===== config.mk =====
export PLATFORM = sky130hd
export DESIGN_NAME = lexicographic_permutation_step
export DESIGN_NICKNAME = d
export VERILOG_FILES = /design/src/lps_pkg.sv /design/src/lps_ram.sv /design/src/lps_ctrl.sv /design/src/lexicographic_permutation_step.sv
export VERILOG_INCLUDE_DIRS = /design/src /design/src/src
export SDC_FILE = /design/constraint.sdc
export NUM_CORES = 1
export LEC_CHECK = 0
export BUFFER_PORTS_ARGS = -buffer_cell sky130_fd_sc_hd__buf_4
export CAP_MARGIN = 20
export CORE_AREA = 2 2 264 266
export DETAILED_ROUTE_END_ITERATION = 16
export DIE_AREA = 0 0 266 268
export GPL_ROUTABILITY_DRIVEN = 0
export GPL_TIMING_DRIVEN = 0
export PLACE_DENSITY_LB_ADDON = 0.25
export SETUP_SLACK_MARGIN = 0.02
export SYNTH_ARGS = -nofsm -noshare
export SYNTH_HDL_FRONTEND = slang
export SYNTH_SLANG_ARGS = --single-unit

===== constraint.sdc =====
create_clock -name i_clk -period 8.92 [get_ports i_clk]
set_input_delay 1.338 -clock i_clk [delete_from_list [all_inputs] [get_ports i_clk]]
set_output_delay 1.338 -clock i_clk [all_outputs]
set_load 0.02 [all_outputs]

===== src/lexicographic_permutation_step_defines.svh =====
// Assertion macros used by the permutation step RTL.
`ifndef LEXICOGRAPHIC_PERMUTATION_STEP_DEFINES_SVH
`define LEXICOGRAPHIC_PERMUTATION_STEP_DEFINES_SVH

// Same-cycle implication.
`define LPS_ASSERT_IMP(label, clk, rst_n, ante, cons, msg) \
    label: assert property (@(posedge clk) disable iff (!rst_n) (ante) |-> (cons)) \
        else $error(msg);

// Next-cycle implication.
`define LPS_ASSERT_NXT(label, clk, rst_n, ante, cons, msg) \
    label: assert property (@(posedge clk) disable iff (!rst_n) (ante) |=> (cons)) \
        else $error(msg);

`endif


===== src/lps_pkg.sv =====
// Shared constants, types and helpers of the permutation step block.
`default_nettype none

package lps_pkg;

    localparam int MAX_LEN  = 16;
    localparam int ELEM_W   = 16;
    localparam int ADDR_W   = $clog2(MAX_LEN);
    localparam int CNT_W    = $clog2(MAX_LEN + 1);
    localparam int STATUS_W = 2;

    localparam logic [STATUS_W-1:0] ST_ADV  = 2'd0;
    localparam logic [STATUS_W-1:0] ST_NONE = 2'd1;
    localparam logic [STATUS_W-1:0] ST_OVF  = 2'd2;

    typedef struct packed {
        logic              we;
        logic [ADDR_W-1:0] waddr;
        logic [ELEM_W-1:0] wdata;
        logic              re;
        logic [ADDR_W-1:0] raddr;
    } t_ram_req;

    typedef struct packed {
        logic                valid;
        logic [ELEM_W-1:0]   element;
        logic                last;
        logic [STATUS_W-1:0] status;
    } t_emit;

    // x comes strictly before y in the selected order
    function automatic logic precedes(logic [ELEM_W-1:0] x, logic [ELEM_W-1:0] y,
                                      logic back);
        return back ? (x > y) : (x < y);
    endfunction

endpackage

`default_nettype wire


===== src/lps_ram.sv =====
// Generic single-write, single-read RAM with registered read data.
`default_nettype none

module lps_ram #(
    parameter int WIDTH = 16,
    parameter int DEPTH = 16
) (
    input  wire logic                     i_clk,
    input  wire logic                     i_we,
    input  wire logic [$clog2(DEPTH)-1:0] i_waddr,
    input  wire logic [WIDTH-1:0]         i_wdata,
    input  wire logic                     i_re,
    input  wire logic [$clog2(DEPTH)-1:0] i_raddr,
    output logic      [WIDTH-1:0]         o_rdata
);

    logic [WIDTH-1:0] r_mem [DEPTH];

    always_ff @(posedge i_clk) begin
        if (i_we) begin
            r_mem[i_waddr] <= i_wdata;
        end
        if (i_re) begin
            o_rdata <= r_mem[i_raddr];
        end
    end

endmodule

`default_nettype wire


===== src/lps_ctrl.sv =====
// Load, pivot search, swap, tail reversal and emit sequencer around the store.
`default_nettype none
`include "lexicographic_permutation_step_defines.svh"

module lps_ctrl (
    input  wire logic                        i_clk,
    input  wire logic                        i_rst_n,
    input  wire logic                        i_cfg_we,
    input  wire logic                        i_cfg_wdata,
    input  wire logic                        i_in_valid,
    input  wire logic [lps_pkg::ELEM_W-1:0]  i_element,
    input  wire logic                        i_last_in,
    output logic                             o_in_ready,
    output lps_pkg::t_ram_req                o_ram,
    input  wire logic [lps_pkg::ELEM_W-1:0]  i_rdata,
    output lps_pkg::t_emit                   o_emit,
    input  wire logic                        i_emit_take
);

    localparam logic [3:0] S_LOAD   = 4'd0;
    localparam logic [3:0] S_START  = 4'd1;
    localparam logic [3:0] S_PFIRST = 4'd2;
    localparam logic [3:0] S_PCMP   = 4'd3;
    localparam logic [3:0] S_JCMP   = 4'd4;
    localparam logic [3:0] S_SWAP   = 4'd5;
    localparam logic [3:0] S_RA     = 4'd6;
    localparam logic [3:0] S_RB     = 4'd7;
    localparam logic [3:0] S_RWA    = 4'd8;
    localparam logic [3:0] S_RWB    = 4'd9;
    localparam logic [3:0] S_EMIT   = 4'd10;

    localparam int AW = lps_pkg::ADDR_W;
    localparam int CW = lps_pkg::CNT_W;
    localparam int EW = lps_pkg::ELEM_W;

    logic [3:0]                  r_state, n_state;
    logic [CW-1:0]               r_count, n_count;
    logic                        r_ovf, n_ovf;
    logic                        r_dir;
    logic [AW-1:0]               r_k, n_k;
    logic [AW-1:0]               r_i, n_i;
    logic [AW-1:0]               r_j, n_j;
    logic [AW-1:0]               r_a, n_a;
    logic [AW-1:0]               r_b, n_b;
    logic [EW-1:0]               r_pv, n_pv;
    logic [EW-1:0]               r_prev, n_prev;
    logic [EW-1:0]               r_tmp, n_tmp;
    logic [lps_pkg::STATUS_W-1:0] r_st, n_st;

    logic [AW-1:0] nm1;
    logic          accept;
    logic          emit_last;

    // last stored position, valid once at least one element is held
    assign nm1       = AW'(r_count - CW'(1));
    assign accept    = i_in_valid && (r_state == S_LOAD);
    assign emit_last = ({1'b0, r_k} == (r_count - CW'(1)));

    assign o_in_ready     = (r_state == S_LOAD);
    assign o_emit.valid   = (r_state == S_EMIT);
    assign o_emit.element = i_rdata;
    assign o_emit.last    = emit_last;
    assign o_emit.status  = r_st;

    always_comb begin
        n_state = r_state;
        n_count = r_count;
        n_ovf   = r_ovf;
        n_k     = r_k;
        n_i     = r_i;
        n_j     = r_j;
        n_a     = r_a;
        n_b     = r_b;
        n_pv    = r_pv;
        n_prev  = r_prev;
        n_tmp   = r_tmp;
        n_st    = r_st;
        o_ram   = '0;

        unique case (r_state)
            S_LOAD: begin
                if (accept) begin
                    if (r_count < CW'(lps_pkg::MAX_LEN)) begin
                        o_ram.we    = 1'b1;
                        o_ram.waddr = r_count[AW-1:0];
                        o_ram.wdata = i_element;
                        n_count     = r_count + CW'(1);
                    end else begin
                        n_ovf = 1'b1;
                    end
                    if (i_last_in) begin
                        n_state = S_START;
                    end
                end
            end
            S_START: begin
                // settle state so the closing element's write has landed
                priority if (r_ovf) begin
                    n_st        = lps_pkg::ST_OVF;
                    n_k         = '0;
                    o_ram.re    = 1'b1;
                    o_ram.raddr = '0;
                    n_state     = S_EMIT;
                end else if (r_count < CW'(2)) begin
                    n_st        = lps_pkg::ST_NONE;
                    n_k         = '0;
                    o_ram.re    = 1'b1;
                    o_ram.raddr = '0;
                    n_state     = S_EMIT;
                end else begin
                    n_k         = nm1;
                    o_ram.re    = 1'b1;
                    o_ram.raddr = nm1;
                    n_state     = S_PFIRST;
                end
            end
            S_PFIRST: begin
                n_prev      = i_rdata;
                n_k         = r_k - AW'(1);
                o_ram.re    = 1'b1;
                o_ram.raddr = r_k - AW'(1);
                n_state     = S_PCMP;
            end
            S_PCMP: begin
                // i_rdata holds s[k], r_prev holds s[k+1]
                priority if (lps_pkg::precedes(i_rdata, r_prev, r_dir)) begin
                    n_i         = r_k;
                    n_pv        = i_rdata;
                    n_j         = nm1;
                    o_ram.re    = 1'b1;
                    o_ram.raddr = nm1;
                    n_state     = S_JCMP;
                end else if (r_k == '0) begin
                    n_st        = lps_pkg::ST_NONE;
                    o_ram.re    = 1'b1;
                    o_ram.raddr = '0;
                    n_state     = S_EMIT;
                end else begin
                    n_prev      = i_rdata;
                    n_k         = r_k - AW'(1);
                    o_ram.re    = 1'b1;
                    o_ram.raddr = r_k - AW'(1);
                end
            end
            S_JCMP: begin
                // rightmost element after the pivot in the chosen order; stops above i
                if (lps_pkg::precedes(r_pv, i_rdata, r_dir)) begin
                    o_ram.we    = 1'b1;
                    o_ram.waddr = r_i;
                    o_ram.wdata = i_rdata;
                    n_state     = S_SWAP;
                end else begin
                    n_j         = r_j - AW'(1);
                    o_ram.re    = 1'b1;
                    o_ram.raddr = r_j - AW'(1);
                end
            end
            S_SWAP: begin
                o_ram.we    = 1'b1;
                o_ram.waddr = r_j;
                o_ram.wdata = r_pv;
                n_a         = r_i + AW'(1);
                n_b         = nm1;
                n_st        = lps_pkg::ST_ADV;
                if ((r_i + AW'(1)) < nm1) begin
                    n_state = S_RA;
                end else begin
                    // j is at least one, so the read of entry zero never meets the write
                    n_k         = '0;
                    o_ram.re    = 1'b1;
                    o_ram.raddr = '0;
                    n_state     = S_EMIT;
                end
            end
            S_RA: begin
                o_ram.re    = 1'b1;
                o_ram.raddr = r_a;
                n_state     = S_RB;
            end
            S_RB: begin
                n_tmp       = i_rdata;
                o_ram.re    = 1'b1;
                o_ram.raddr = r_b;
                n_state     = S_RWA;
            end
            S_RWA: begin
                o_ram.we    = 1'b1;
                o_ram.waddr = r_a;
                o_ram.wdata = i_rdata;
                n_state     = S_RWB;
            end
            S_RWB: begin
                o_ram.we    = 1'b1;
                o_ram.waddr = r_b;
                o_ram.wdata = r_tmp;
                n_a         = r_a + AW'(1);
                n_b         = r_b - AW'(1);
                if ((r_a + AW'(1)) < (r_b - AW'(1))) begin
                    n_state = S_RA;
                end else begin
                    n_k         = '0;
                    o_ram.re    = 1'b1;
                    o_ram.raddr = '0;
                    n_state     = S_EMIT;
                end
            end
            S_EMIT: begin
                if (i_emit_take) begin
                    if (emit_last) begin
                        n_count = '0;
                        n_ovf   = 1'b0;
                        n_state = S_LOAD;
                    end else begin
                        n_k         = r_k + AW'(1);
                        o_ram.re    = 1'b1;
                        o_ram.raddr = r_k + AW'(1);
                    end
                end
            end
            default: begin
                n_state = S_LOAD;
            end
        endcase
    end

    always_ff @(posedge i_clk) begin
        if (!i_rst_n) begin
            r_state <= S_LOAD;
            r_count <= '0;
            r_ovf   <= 1'b0;
            r_dir   <= 1'b0;
        end else begin
            r_state <= n_state;
            r_count <= n_count;
            r_ovf   <= n_ovf;
            if (i_cfg_we) begin
                r_dir <= i_cfg_wdata;
            end
        end
    end

    always_ff @(posedge i_clk) begin
        r_k    <= n_k;
        r_i    <= n_i;
        r_j    <= n_j;
        r_a    <= n_a;
        r_b    <= n_b;
        r_pv   <= n_pv;
        r_prev <= n_prev;
        r_tmp  <= n_tmp;
        r_st   <= n_st;
    end

    `LPS_ASSERT_IMP(a_no_rw_collide, i_clk, i_rst_n, o_ram.we && o_ram.re,
        o_ram.waddr != o_ram.raddr, "store read and write hit the same entry")
    `LPS_ASSERT_IMP(a_count_cap, i_clk, i_rst_n, 1'b1,
        r_count <= CW'(lps_pkg::MAX_LEN), "load count above capacity")
    `LPS_ASSERT_IMP(a_emit_in_range, i_clk, i_rst_n, o_emit.valid,
        {1'b0, r_k} < r_count, "emit index beyond sequence length")
    `LPS_ASSERT_IMP(a_jscan_above_pivot, i_clk, i_rst_n, r_state == S_JCMP,
        r_j > r_i, "swap search fell to the pivot")
    `LPS_ASSERT_NXT(a_close_clears, i_clk, i_rst_n, o_emit.valid && i_emit_take && emit_last,
        (r_state == S_LOAD) && (r_count == '0) && !r_ovf, "closing did not clear load state")

endmodule

`default_nettype wire


===== src/lexicographic_permutation_step.sv =====
// Top level: sequence store, sequencer and registered result stage.
//
// Elements load at one per cycle (input not stalled) into a 16-entry store with a
// single write and a single registered read port. The transaction marked last closes
// the sequence; the input is then stalled while the sequencer works through the
// store: a settle state, a scan from the right for the pivot, a scan for the swap
// partner, a state to finish the swap, read and write states per element pair of the
// tail reversal, then one result per cycle while the output is not stalled.
// A sequence that overflowed, is shorter than two, or has no successor is emitted
// unchanged with the matching status. Loading resumes as soon as the last result
// enters the output register.
`default_nettype none

module lexicographic_permutation_step (
    input  wire logic                                 i_clk,
    input  wire logic                                 i_rst_n,
    input  wire logic                                 i_cfg_we,
    input  wire logic                                 i_cfg_wdata,
    input  wire logic                                 i_valid,
    output logic                                      o_stall,
    input  wire logic [lps_pkg::ELEM_W-1:0]           i_element,
    input  wire logic                                 i_last_in,
    output logic                                      o_valid,
    input  wire logic                                 i_stall,
    output logic      [lps_pkg::ELEM_W-1:0]           o_element_out,
    output logic                                      o_last_out,
    output logic      [lps_pkg::STATUS_W-1:0]         o_status
);

    lps_pkg::t_ram_req              ram_req;
    lps_pkg::t_emit                 emit;
    logic [lps_pkg::ELEM_W-1:0]     rdata;
    logic                           in_ready;
    logic                           take;

    logic                           r_o_valid;
    logic [lps_pkg::ELEM_W-1:0]     r_o_element;
    logic                           r_o_last;
    logic [lps_pkg::STATUS_W-1:0]   r_o_status;

    assign take    = emit.valid && (!r_o_valid || !i_stall);
    assign o_stall = !in_ready;

    lps_ram #(
        .WIDTH (lps_pkg::ELEM_W),
        .DEPTH (lps_pkg::MAX_LEN)
    ) u_store (
        .i_clk   (i_clk),
        .i_we    (ram_req.we),
        .i_waddr (ram_req.waddr),
        .i_wdata (ram_req.wdata),
        .i_re    (ram_req.re),
        .i_raddr (ram_req.raddr),
        .o_rdata (rdata)
    );

    lps_ctrl u_ctrl (
        .i_clk       (i_clk),
        .i_rst_n     (i_rst_n),
        .i_cfg_we    (i_cfg_we),
        .i_cfg_wdata (i_cfg_wdata),
        .i_in_valid  (i_valid),
        .i_element   (i_element),
        .i_last_in   (i_last_in),
        .o_in_ready  (in_ready),
        .o_ram       (ram_req),
        .i_rdata     (rdata),
        .o_emit      (emit),
        .i_emit_take (take)
    );

    // result register: refills in the cycle the held transaction leaves
    always_ff @(posedge i_clk) begin
        if (!i_rst_n) begin
            r_o_valid <= 1'b0;
        end else if (take) begin
            r_o_valid <= 1'b1;
        end else if (!i_stall) begin
            r_o_valid <= 1'b0;
        end
    end

    always_ff @(posedge i_clk) begin
        if (take) begin
            r_o_element <= emit.element;
            r_o_last    <= emit.last;
            r_o_status  <= emit.status;
        end
    end

    assign o_valid       = r_o_valid;
    assign o_element_out = r_o_element;
    assign o_last_out    = r_o_last;
    assign o_status      = r_o_status;

endmodule

`default_nettype wire


==> impl_metrics.ini, run 1 <==
[outcome]
status = finished, final reports clean

[die]
io_pins = 44
rows = 96
die_w_um = 266
start_util_pct = 24.9
fp.coreArea_um2 = 68200
fp.dieH_um = 268
dieArea_um2 = 71300

[final_layout]
most-common-layout-cells = 361 x edfxtp_1, 114 x inv_1, 82 x nand2_1
register_area_um2 = 11100
multi_input_area_um2 = 5150
filler_cell_count = 6892
fin_area_um2 = 20000
layout_commonest_cell = edfxtp_1
layout.nets = 1424
layout-drive-gt1-share_pct = 11.5
n_antenna_cell = 0
areaGrowthSynthToFinish_pct = 17.5

[place]
dp_hpwl_mm = 35.0
placed_cell_area_um2 = 18700
port_buffers = 43

[yosys]
yosysWarnings = 0
synth_top_area_cell = edfxtp_1
ys_async_sr_fraction_pct = 0
synth_edf_count = 361
synth_area_leaders = edfxtp_1 64%, mux2i_1 4.4%, ha_1 3.5%, o41ai_1 3.5%, o2111ai_1 3.3%
syn-mean-instance-area_um2 = 13.6
synth-seq-cells = 373
synth.top_cell.area_share_pct = 63.8
syn-cell-area_um2 = 17000
synth_nets = 1322
synth_seq_area_share_pct = 65.2
synth_cell_types = 71
syn_inst = 1252
ys.flop_type = edfxtp_1

[detailed_routing]
wire_per_inst_um = 22.2
vias_per_cell = 5.03
antenna_left = 0
drtPass1Iterations = 8
routed_wl_mm = 50.4
drc = 0
via_count = 11400
drt_iter0_markers = 1156

[power_and_ir_drop]
power_frac_seq_pct = 38.2
p_leak_nw = 6.70
pwr-share-comb_pct = 36.8
p_int_mw = 4.21
clock_power_share_pct = 25.0
power_mw = 6.83
powerDensity_nw_per_um2 = 342
ir_worst_vdd_uv = 146
power.switching_mw = 2.62
swShare_pct = 38.4

[worst_setup_path]
crit_fanout = 10
reg2reg_from = u_store.o_rdata[15]$_DFFE_PP_
startpoint = u_store.o_rdata[15]$_DFFE_PP_
arrival_ns = 5.75
critPathKind = reg2reg
path_common_cell = o2111ai_1
critPathBufInv = 1
r2r_slack_ns = 3.43
crit_path_end_kind = flop
crit_required_ns = 9.18
max_stage_delay_ns = 1.00
cp_cell_sequence = ha_1 > nand4_1 > nor3_1 > o21ai_0 > a311oi_1 > nor2_1 > o2111ai_1 > clkbuf_1 > o2111ai_1 > a41oi_1 > a31oi_1
path_delay_family = compound AO/OA/AOI/OAI gates
worst_path_max_delay_cell = o2111ai_1
start_kind = flop

[timing]
slew_headroom_pct = 23.3
clock.fmax_ghz = 0.182
min_period_ns = 5.49
finalHoldViolCount = 0
slew_violations = 0
setup_viol = 0
fin_crit_sh_pct = 61.6
setup_tns_ns = 0
rsz0062_at_grt = no
tightest_slew_ns = 1.15
worst_clock_skew_ns = 0.0137

[global_routing]
grtUsageMet1_pct = 18.8
grtUsageTotal_pct = 13.9
overflow = 0
grt.busiest_layer = met2
grt_pass1_wl_mm = 73.7
grt_max_degree = 21
grt_pass1_vias = 11400
met3_usage_pct = 1.97
use_met2_pct = 22.7
antenna_found_initial = 0

[clocking]
cts_hold_buf = 0
max-clock-path-buffers = 3
cts_setup_buffers = 0
cts_sinks = 373
post_cts_resize_count = 0
clk_latency_ns = 0.57
htreeDepth = 2
cts_tree = built
cts.clk_slew.worst_paths_ns = 0.06
numCtsBuffers = 42
root_buffer = clkbuf_16

[run]
drv_cap = 0

[hold_path]
hold_path.class = reg2reg
min-delay-start = u_ctrl.r_st[1]$_DFFE_PP_
power groups by stage:
| stage | combinational, mW | sequential (mW) | clock, mW |
|---|---|---|---|
| detailed placement | 2.50 | 2.65 | 0 |
| CTS | 2.51 | 2.61 | 1.74 |
| global route | 2.71 | 2.64 | 1.80 |
| finish | 2.51 | 2.61 | 1.71 |
| global placement | 2.44 | 2.65 | 0 |
| floorplan | 1.55 | 2.56 | 0 |
cell usage after synthesis (4+ instances only):
library cell,n
dfxtp_1,12
nand2b_1,12
a31oi_1,25
clkbuf_1,68
xnor2_1,10
edfxtp_1,361
nor2_1,56
nand3_1,10
buf_1,5
nand2_1,82
o22a_1,32
o21ai_0,22
ha_1,47
o41ai_1,67
a21oi_1,29
buf_2,10
nor3_1,12
mux2i_1,75
nor2b_1,6
o21a_1,7
nor4_1,4
xor2_1,9
a41oi_1,17
inv_1,114
o2111ai_1,65
a222oi_1,16
nand4_1,9
state kept, by name (all words and copies together) (netlist names):
signal / flops
u_ctrl.r_count: 5
u_ctrl.r_pv: 16
u_store.o_rdata: 16
u_ctrl.r_ovf: 1
u_ctrl.r_k: 4
u_ctrl.r_st: 2
u_ctrl.r_i: 4
u_ctrl.r_state: 4
u_store.r_mem: 256
u_ctrl.r_prev: 16
o_status: 2
u_ctrl.r_j: 4
u_ctrl.r_tmp: 16
o_element_out: 16
o_valid: 1
u_ctrl.r_b: 4
u_ctrl.r_dir: 1
u_ctrl.r_a: 4
o_last_out: 1
worst reg2reg max path, cell delays in order (launching register included):
cell and delay, ns:
edfxtp_1 0.55, ha_1 0.40, nand4_1 0.20, nor3_1 0.29
o21ai_0 0.23, a311oi_1 0.65, nor2_1 0.30, o2111ai_1 1.00
clkbuf_1 0.48, o2111ai_1 0.27, a41oi_1 0.67, a31oi_1 0.16
per-layer routing:
metal	up-vias	part of all wire, %
met1	5773	44
met4	0	3.4
met2	401	47
li1	5156	-
met5	-	0
met3	79	5.6
area by class of cell:
type	count	share of cell area, %
clock inverter	24	1.06
buffer	88	1.87
clock buffer	53	5.57
inverter	115	2.16
tap	882	5.52
sequential	373	55.4
timing repair buffer	58	2.59
multi-input combinational	676	25.8
final timing paths:
kind	to	depth (start not counted)
worst max-delay path	u_store.o_rdata[8]$_DFFE_PP_	11
worst min-delay path	o_status[1]$_DFFE_PP_	0
worst max register to register	u_store.o_rdata[8]$_DFFE_PP_	11
worst min register to register	o_status[1]$_DFFE_PP_	0
cells by family after synthesis:
logic type | count (synthesis) | share of synthesized area, %
adder cells (fa/ha/maj) | 47 | 3.46
AND/OR/NAND/NOR | 210 | 5.67
flip-flops | 373 | 65.2
AO/OA/AOI/OAI | 320 | 15.2
buffers and inverters | 203 | 4.73
multiplexers | 78 | 4.61
XOR/XNOR | 21 | 1.21
through the flow:
stage | hold slack (ns) | utilization, % | setup slack [ns] | instances
2_1_floorplan | 0.400 | - | 5.26 | 1252
3_3_place_gp | 0.411 | 27.0 | 3.60 | 2177
3_5_place_dp | 0.407 | 27.3 | 3.48 | 2192
4_1_cts | 0.420 | 29.3 | 3.46 | 2269
5_1_grt | 0.424 | 29.3 | 3.18 | 2269
6_report | 0.422 | 29.3 | 3.43 | 2269
Power figures use the tool's default switching activity.
==> run 2: changes to the inputs <==
- clock period: 8.92 -> 4.6 ns (I/O delays scaled with it)
==> impl_metrics.ini, run 2 (synthesis results as in run 1) <==
[worst_setup_path]
crit_fanout = 10
arrival_ns = 4.84
critPathKind = reg2reg
crit_required_ns = 4.96
start_kind = flop
crit_path_end_kind = flop

[clocking]
cts_sinks = 373
cts_hold_buf = 0
clk_latency_ns = 0.57
root_buffer = clkbuf_16
max-clock-path-buffers = 3
numCtsBuffers = 42
htreeDepth = 2
cts.clk_slew.worst_paths_ns = 0.06
cts_tree = built

[final_layout]
register_area_um2 = 11100
largest_register_ffs = 256
layout.nets = 1429
final_util_pct = 30.0
most-common-layout-cells = 361 x edfxtp_1, 114 x inv_1, 74 x mux2i_1
filler_cell_count = 6851
n_antenna_cell = 0
multi_input_area_um2 = 5580
top_register = u_store.r_mem
layout-drive-gt1-share_pct = 18.0
areaGrowthSynthToFinish_pct = 20.5
final_cells = 2274
layout_commonest_cell = edfxtp_1
fin_area_um2 = 20500

[die]
io_pins = 44
dieArea_um2 = 71300
fp.coreArea_um2 = 68200
die_w_um = 266
fp.dieH_um = 268
rows = 96
start_util_pct = 24.9

[detailed_routing]
drc = 0
routed.top_layer = met4
drt_iter0_markers = 1080
met1_length_mm = 22.6
via_count = 11500
antenna_left = 0
wire_per_inst_um = 22.3
drtPass1Iterations = 7
routed_wl_mm = 50.8
wl_met2_mm = 24.0
wl_met3_mm = 2.82
vias_per_cell = 5.04

[timing]
setup_viol = 0
worst_clock_skew_ns = 0.0118
finalHoldViolCount = 0
rsz0062_at_grt = yes
fin_crit_sh_pct = 97.4
setup_slack_ns = 0.121
slew_headroom_pct = 32.8
min_period_ns = 4.48
clock.fmax_ghz = 0.223
tightest_slew_ns = 0.994
setup_tns_ns = 0
slew_violations = 0

[power_and_ir_drop]
powerDensity_nw_per_um2 = 665
p_leak_nw = 6.90
ir_worst_vdd_uv = 268

[place]
port_buffers = 43
dp_cells = 2192
placed_cell_area_um2 = 18700
place_ws_ns = -0.838
dp_hpwl_mm = 35.0

[outcome]
status = finished, final reports clean

[global_routing]
grt_pass1_wl_mm = 74.0
overflow = 0
grt_pass1_vias = 11400
antenna_found_initial = 0
grt_max_degree = 21
grtUsageTotal_pct = 13.9

[hold_path]
hold_path.class = in2reg

[run]
drv_cap = 0
[run 2: per-stage QoR]
stage	total power [mW]	hold slack, ns
2_1_floorplan	7.97	0.400
3_3_place_gp	9.87	0.411
3_5_place_dp	9.99	0.407
4_1_cts	13.4	0.335
5_1_grt	14.3	0.360
6_report	13.6	0.367
[run 2: cell type report]
cell class              count  share of cell area [%]
flip-flops and latches    373                    54.1
multi-input cells         676                    27.2
clock buffers              53                    5.43
well taps                 882                    5.38
repair buffers             65                    2.78
inverters                 115                    2.11
plain buffers              86                    1.95
clock inverters            24                    1.03
[run 2: timing repair]
| action | CTS | global route |
|---|---|---|
| endpoints found under the setup margin | 16 | 276 |
| pin swaps | 3 | 3 |
| setup buffers | 0 | 7 |
| resized for setup | 36 | 72 |
[run 2: critical path: stages, from the launching register on]
cell and delay [ns]:
edfxtp_1 0.55, ha_1 0.39, nand4_1 0.19, nor2_1 0.13, a2111oi_4 0.49, a31oi_1 0.27, o21a_1 0.29, or4_1 0.51
clkbuf_1 0.14, buf_6 0.17, buf_2 0.20, o2111ai_1 0.35, a41oi_1 0.25, a31oi_1 0.32
[run 2: worst paths after layout]
| path | from | to | slack (ns) | cells after the start |
|---|---|---|---|---|
| worst min register to register | u_ctrl.r_st[1]$_DFFE_PP_ | o_status[1]$_DFFE_PP_ | 0.42 | 0 |
| worst min-delay path | i_cfg_wdata | u_ctrl.r_dir$_SDFFE_PN0P_ | 0.37 | 3 |
| worst max register to register | u_store.o_rdata[15]$_DFFE_PP_ | u_store.o_rdata[3]$_DFFE_PP_ | 0.12 | 13 |
| worst max-delay path | u_store.o_rdata[15]$_DFFE_PP_ | u_store.o_rdata[3]$_DFFE_PP_ | 0.12 | 13 |
[run 2: power by group]
part	switching, mW	leakage, nW	internal [mW]
clock network	1.37	0.654	1.93
registers	0.327	3.41	4.73
logic	3.57	2.83	1.69
[run 2: routing by layer]
metal | global-route usage (%) | up-vias
met3 | 1.96 | 72
li1 | - | 5171
met5 | 0 | -
met1 | 18.8 | 5851
met2 | 22.8 | 361
met4 | 5.10 | 0
